**src/cnv_pkg.sv**
```systemverilog
package cnv_pkg;

   localparam int SAMPLE_BITS = 16;
   localparam int COEF_BITS = 16;
   localparam int INDEX_BITS = 6;
   localparam int NUM_TAPS_BITS = 7;
   localparam int PROD_BITS = SAMPLE_BITS + COEF_BITS;
   localparam int ACC_BITS = 40;
   localparam int QUEUE_DEPTH = 2;
   localparam int QUEUE_PTR_BITS = 1;
   localparam int QUEUE_CNT_BITS = 2;

   typedef enum logic {
      OP_LOAD,
      OP_SAMPLE
   } cnv_op_type;

   typedef enum logic [2:0] {
      ST_CLEAR,
      ST_IDLE,
      ST_SHIFT,
      ST_MAC,
      ST_DRAIN
   } cnv_state_type;

   typedef struct packed {
      logic                          cmd;
      logic signed [SAMPLE_BITS-1:0] sample_re;
      logic signed [SAMPLE_BITS-1:0] sample_im;
      logic                          last_sample;
      logic [INDEX_BITS-1:0]         coef_index;
      logic signed [COEF_BITS-1:0]   coef_re;
      logic signed [COEF_BITS-1:0]   coef_im;
   } cnv_req_type;

   typedef struct packed {
      logic signed [ACC_BITS-1:0] out_re;
      logic signed [ACC_BITS-1:0] out_im;
      logic                       out_last;
   } cnv_rsp_type;

   typedef struct packed {
      cnv_op_type                    op;
      logic                          last;
      logic [INDEX_BITS-1:0]         idx;
      logic signed [SAMPLE_BITS-1:0] re;
      logic signed [SAMPLE_BITS-1:0] im;
   } cnv_entry_type;

   typedef struct packed {
      logic          valid;
      cnv_entry_type entry;
   } cnv_queue_type;

endpackage

```
**src/cnv_front.sv**
```systemverilog
module cnv_front #(
   parameter int MAX_TAPS = 64
) (
   input  logic                  clock,
   input  logic                  reset,
   input  logic                  req_valid,
   output logic                  req_ready,
   input  cnv_pkg::cnv_req_type  req_data,
   input  logic                  clearing,
   output cnv_pkg::cnv_queue_type queue,
   input  logic                  pop
);

   cnv_pkg::cnv_entry_type q_ff [cnv_pkg::QUEUE_DEPTH];
   logic [cnv_pkg::QUEUE_PTR_BITS-1:0] wr_ptr_ff, wr_ptr_in;
   logic [cnv_pkg::QUEUE_PTR_BITS-1:0] rd_ptr_ff, rd_ptr_in;
   logic [cnv_pkg::QUEUE_CNT_BITS-1:0] count_ff, count_in;
   cnv_pkg::cnv_entry_type entry;
   logic keep;
   logic push;

   always_comb begin
      entry.op = req_data.cmd ? cnv_pkg::OP_SAMPLE : cnv_pkg::OP_LOAD;
      entry.last = req_data.last_sample;
      entry.idx = req_data.coef_index;
      entry.re = req_data.cmd ? req_data.sample_re : req_data.coef_re;
      entry.im = req_data.cmd ? req_data.sample_im : req_data.coef_im;
   end

   // drop loads that fall outside the coefficient store
   assign keep = req_data.cmd || (32'(req_data.coef_index) < MAX_TAPS);
   assign req_ready = !clearing && (count_ff != cnv_pkg::QUEUE_CNT_BITS'(cnv_pkg::QUEUE_DEPTH));
   assign push = req_valid && req_ready && keep;

   always_comb begin
      wr_ptr_in = push ? wr_ptr_ff + 1'b1 : wr_ptr_ff;
      rd_ptr_in = pop ? rd_ptr_ff + 1'b1 : rd_ptr_ff;
      count_in = count_ff + {{(cnv_pkg::QUEUE_CNT_BITS-1){1'b0}}, push}
                          - {{(cnv_pkg::QUEUE_CNT_BITS-1){1'b0}}, pop};
   end

   always_ff @(posedge clock) begin
      if (reset) begin
         wr_ptr_ff <= '0;
         rd_ptr_ff <= '0;
         count_ff <= '0;
      end else begin
         wr_ptr_ff <= wr_ptr_in;
         rd_ptr_ff <= rd_ptr_in;
         count_ff <= count_in;
      end
      if (push) begin
         q_ff[wr_ptr_ff] <= entry;
      end
   end

   assign queue.valid = (count_ff != '0);
   assign queue.entry = q_ff[rd_ptr_ff];

endmodule

```
**config.mk**
```make
export PLATFORM = sky130hd
export DESIGN_NAME = cnv_front
export DESIGN_NICKNAME = d
export VERILOG_FILES = /design/src/cnv_pkg.sv /design/src/cnv_front.sv
export SDC_FILE = /design/constraint.sdc
export NUM_CORES = 1
export LEC_CHECK = 0
export BUFFER_PORTS_ARGS = -buffer_cell sky130_fd_sc_hd__buf_2
export CORE_MARGIN = 1.5
export CORE_UTILIZATION = 45
export DETAILED_ROUTE_END_ITERATION = 8
export HOLD_SLACK_MARGIN = 0.12
export PLACE_DENSITY_LB_ADDON = 0.1
export SYNTH_ARGS = -nofsm -noshare
export SYNTH_HDL_FRONTEND = slang
export SYNTH_SLANG_ARGS = --single-unit
```
**constraint.sdc**
```tcl
create_clock -name clock -period 2.13 [get_ports clock]
set_clock_uncertainty 0.15 [all_clocks]
set_input_delay 0.426 -clock clock [delete_from_list [all_inputs] [get_ports clock]]
set_output_delay 0.426 -clock clock [all_outputs]
set_load 0.03 [all_outputs]
```
==> flow_summary.ini, run 1 <==
[flow_run]
maxCapViolCount = 0

[placement]
place_area_mm2 = 0.00427
portBuffers = 118
hpwl_um = 4050
gp_congestion = 0.683
dp.cells = 401

[global_route]
grt_pass1_vias = 2084
grt_overflow = 0
grt_max_degree = 41
grt.busiest_layer = met2
use_met2_pct = 26.7
gr-usage-met1_pct = 18.1
grt_util_all_layers_pct = 15.4
grt_pass1_wl_um = 9540
antenna_found_initial = 0
gr-usage-met3_pct = 3.10

[sta]
rsz0062_at_grt = false
setup_violations = 0
maxSlewViolCount = 0
fmax_ghz = 0.484
timing_worst_slew_pin_value_ns = 0.244
period_share_pct = 97.0
relSlewSlack_pct = 83.7
fin_crit_ns = 2.07
final_hold_viol_count = 0
tns_ns = 0

[clock_network]
cts_resized = 0
clock_path_buffers = 2
tritoncts = yes
clk_transition_reported_paths_ns = 0.08
insertion_delay_ns = 0.34
cts-root-buf = clkbuf_8
clock_sinks = 85
post_cts_buffers = 0
cts-buffers-inserted = 9
postCtsHoldBufs = 7
clock_tree.htree_level_count = 3

[layout]
diodes = 0
n_fill_cell = 583
final_cell_mix = 118 x buf_2, 80 x edfxtp_1, 59 x mux2_2
multi_input_area_um2 = 947
area_growth_pct = 30.5
layout-drive-gt1-share_pct = 63.1
layout.cells.non_filler = 424
nNetsFinal = 399
final_area_mm2 = 0.00456
final_common_cell = buf_2
seq_area_mm2 = 0.00250

[route]
finalWirelength_um = 6150
drc_errors = 0
firstDrtPassIters = 4
via_count = 2059
wl_per_cell_um = 14.5
drt_iter0_drc = 93
vias_per_cell = 4.86
ant_nets = 0

[worst_setup_path]
start_kind = flop
worstPathCellList = buf_12 -> mux2_1 -> buf_2
critPathMaxStageDelay_ns = 0.37
r2r_end = count_ff[1]
arrival_ns = 1.49
crit_path_top_delay_cell = mux2_1
r2r_setup_slack_ns = 0.32
reg2reg_depth = 9
cp_max_fo = 40
end_kind = output port
crit_type = flop to output port
critPathRequiredTime_ns = 1.55
rr_startpoint = count_ff[1]

[die]
num_rows = 31
start_util_pct = 47.5
die_h_um = 91.2
die-area_mm2 = 0.00831
die_x_um = 91.2
ios = 119
core_area_mm2 = 0.00737

[power_and_ir_drop]
cellPowerDensity_mw_per_mm2 = 838
vdd_drop_max_uv = 515
leakagePower_nw = 1.76

[outcome]
status = complete, no violations

[worst_hold_path]
hp-start = reset
hold_path_class = input port to flop
worstHoldPathCells = 2

[synth]
synth_cell_types = 22
synth_seq_cells = 85
synth.yosys.warnings = 0
yosysSeqAreaShare_pct = 71.6
syn_inst = 186
synthesis.nets = 265
netlist_area_mm2 = 0.00350
avgSynthCellArea_um2 = 18.8
cells in the mapped netlist:
cell type / n / area, um2
xor2_1: 1 / 8.76
buf_2: 5 / 25.0
o21ai_0: 1 / 5.00
inv_1: 2 / 7.51
mux2_1: 13 / 146
dfxtp_1: 5 / 100
nor3_1: 1 / 5.00
nor2b_4: 1 / 13.8
nand2b_1: 1 / 6.26
or2_2: 1 / 6.26
xnor2_1: 1 / 8.76
ha_1: 2 / 25.0
edfxtp_1: 80 / 2400
nor2b_1: 1 / 6.26
and2_2: 1 / 7.51
nor2_1: 4 / 15.0
a21oi_1: 1 / 5.00
or3_1: 1 / 6.26
mux2_2: 59 / 664
nand2_1: 1 / 3.75
buf_4: 3 / 22.5
and3_1: 1 / 6.26
worst max-delay path: cells and delay by family, from the launching register on:
kind | cells | cell delay (ns)
buf+inv | 2 | 0.41
mux | 1 | 0.37
flops | 1 | 0.35
cell type report:
class	instances	share of cell area (%)
clock buffers	9	2.71
clock inverters	7	2.14
inverters	2	0.247
multi-input cells	91	20.8
flip-flops and latches	85	54.9
well taps	99	2.71
repair buffers	131	16.6
per-layer routing:
metal | up-vias | wire length (um)
met1 | 990 | 2630
met3 | 6 | 324
li1 | 986 | -
met4 | 0 | 77
met2 | 77 | 3110
met5 | - | 0
registers in the layout, indices dropped and copies added (netlist names), named ones only:
name,count
wr_ptr_ff,1
q_ff,80
rd_ptr_ff,1
count_ff,2
worst max-delay path by stage:
stage                       end  slack, ns  depth (start not counted)
floorplan           count_ff[1]       0.17                          8
global placement    count_ff[1]       0.29                          9
detailed placement  count_ff[1]       0.21                          9
CTS                    queue[9]       0.04                          3
global route          queue[17]      0.002                          3
finish                queue[27]       0.06                          3
report_power, final:
group / switching, W / total [W] / internal (W)
registers: 0.0000228 / 0.00195 / 0.00193
clock network: 0.000560 / 0.00123 / 0.000667
logic: 0.000371 / 0.000646 / 0.000275
cell families after synthesis:
family                   share of synthesized area, %
XOR/XNOR                                        0.501
multiplexers                                     23.2
buffers and inverters                            1.57
adder cells (fa/ha/maj)                         0.715
AND/OR/NAND/NOR                                  2.18
flip-flops                                       71.6
AO/OA/AOI/OAI                                   0.286
metrics by stage:
step | power [W] | hold slack (ns) | worst slack (ns) | utilization, %
floorplan | 0.00241 | 0.307 | 0.167 | -
global placement | 0.00262 | 0.345 | 0.286 | 58.0
detailed placement | 0.00263 | 0.336 | 0.205 | 58.0
CTS | 0.00387 | 0.142 | 0.0374 | 61.9
global route | 0.00397 | 0.155 | 0.00233 | 61.9
finish | 0.00382 | 0.158 | 0.0633 | 61.9
Note: power is estimated with default switching activity, not from simulation.
==> inputs of run 2 (changes only) <==
- REMOVE_ABC_BUFFERS: default -> 1
==> run 2 against run 1 <==
Clock-buffer cell count is 2 higher. Sequential power hardly changed. Critical path depth stayed put. Final cell count is 0.94% higher. Global-route usage is 0.36 points lower. Die area stayed put. Largest power group unchanged. Worst hold slack better by 0.0082 ns. Register-to-register slack hardly changed. Maximum frequency is 0.80% lower. Critical path type unchanged.
==> flow_summary.ini, run 2 (synthesized netlist as in run 1, its figures left out) <==
[die]
num_rows = 31
die_h_um = 91.2
ios = 119
start_util_pct = 47.5
core_area_mm2 = 0.00737
die_x_um = 91.2
die-area_mm2 = 0.00831

[route]
wl_per_cell_um = 14.0
via_count = 2059
drt_iter0_drc = 65
ant_nets = 0
vias_per_cell = 4.81
finalWirelength_um = 6010
firstDrtPassIters = 4
drc_errors = 0

[sta]
setup_violations = 0
relSlewSlack_pct = 84.2
maxSlewViolCount = 0
timing_worst_slew_pin_value_ns = 0.237
fmax_ghz = 0.480
fin_crit_ns = 2.08
hold-worst-slack_ns = 0.166
final_hold_viol_count = 0
rsz0062_at_grt = true
period_share_pct = 97.8

[layout]
largest_reg_flops = 80
final_common_cell = buf_2
nNetsFinal = 403
layout.cells.non_filler = 428
reg.largest.list = q_ff x80, count_ff x2
n_fill_cell = 608
layout-drive-gt1-share_pct = 62.6
area_growth_pct = 31.1
diodes = 0
final_cell_mix = 118 x buf_2, 80 x edfxtp_1, 59 x mux2_2
top_register = q_ff

[flow_run]
maxCapViolCount = 0

[global_route]
grt_pass1_wl_um = 9400
grt_pass1_vias = 1992
antenna_found_initial = 0
grt_overflow = 0
grt_max_degree = 41
grt_util_all_layers_pct = 15.0

[placement]
dp.cells = 401
hpwl_um = 3990
portBuffers = 118
gp_congestion = 0.791

[worst_hold_path]
hold_end = wr_ptr_ff
worstHoldPathCells = 2
hold_path_class = input port to flop
hp-start = reset

[clock_network]
tritoncts = yes
cts-buffers-inserted = 9
clock_path_buffers = 2
insertion_delay_ns = 0.33
clk_transition_reported_paths_ns = 0.08
clock_tree.htree_level_count = 3
clock_sinks = 85
cts-root-buf = clkbuf_8

[worst_setup_path]
r2r_end = count_ff[1]
reg2reg_depth = 9
arrival_ns = 1.51
end_kind = output port
start_kind = flop
r2r_setup_slack_ns = 0.31
critPathMaxStageDelay_ns = 0.43
worstPathCellList = buf_12 -> mux2_1 -> buf_2
crit_type = flop to output port
cp_max_fo = 19
critPathRequiredTime_ns = 1.55
crit_path_top_delay_cell = dfxtp_4
rr_startpoint = count_ff[1]

[power_and_ir_drop]
vdd_drop_max_uv = 412
leakagePower_nw = 1.79
cellPowerDensity_mw_per_mm2 = 827

[outcome]
status = complete, no violations
run 2: cell count changes in the layout (fill, tap and decap cells not counted):
cell	previous run	this run
nor2_2	1	0
and3_2	0	1
buf_12	4	5
clkinv_2	0	3
dfxtp_4	0	1
and3_4	1	0
inv_6	2	0
nor2_1	3	4
dfxtp_2	1	0
clkinvlp_4	2	0
clkinv_4	1	0
buf_4	2	5
clkbuf_1	0	2
run 2: cell type report:
cell class,count,area [um2],share of cell area (%)
clock inverter,5,75.1,1.64
tap,99,124,2.70
multi-input combinational,91,941,20.5
sequential,85,2510,54.7
inverter,2,7.51,0.164
timing repair buffer,135,798,17.4
clock buffer,11,131,2.87
run 2: worst max path at each step:
stage / startpoint / endpoint / cells past startpoint
after CTS: flop / queue[20] / 3
after floorplan: clearing / q_ff[1][0] / 2
final: flop / queue[20] / 3
after global routing: flop / queue[20] / 3
after detailed placement: clearing / count_ff[1] / 9
after global placement: clearing / count_ff[1] / 9
run 2: power by group:
group          internal [W]  switching, W  total, W
Sequential          0.00193     0.0000279   0.00195
Clock              0.000656      0.000525   0.00118
Combinational      0.000288      0.000365  0.000654
run 2: metrics by stage:
step,power [W],utilization (%),worst slack [ns],cell area [um2],TNS [ns]
after global routing,0.00395,62.2,-0.00576,4580,-0.0102
after floorplan,0.00239,-,-0.442,3450,-25.21
final,0.00379,62.2,0.0465,4580,0
after CTS,0.00383,61.8,0.00583,4550,0
after detailed placement,0.00264,58.0,0.216,4270,0
after global placement,0.00263,58.0,0.258,4270,0
run 2: timing repair:
| action | 4_1_cts | 5_1_grt |
|---|---|---|
| endpoints found under the hold margin | 13 | 0 |
| hold buffers | 7 | 0 |
| buffers inserted | 0 | 4 |
| resized for setup | 1 | 0 |
| setup endpoints to repair | 33 | 11 |
run 2: critical path: cells and delay by family, from the launching register on:
| family | cells | cell delay [ns] |
|---|---|---|
| multiplexers | 1 | 0.36 |
| buffers and inverters | 2 | 0.38 |
| flip-flops | 1 | 0.43 |
run 2: per-layer routing:
| layer | routed length [um] | share of wire, % | up-vias | global-route usage [%] |
|---|---|---|---|---|
| met5 | 0 | 0 | - | 0 |
| met4 | 116 | 1.9 | 0 | 7.42 |
| met3 | 374 | 6.2 | 11 | 3.69 |
| met2 | 2880 | 48 | 73 | 24.9 |
| met1 | 2640 | 44 | 984 | 18.2 |
| li1 | - | - | 991 | - |
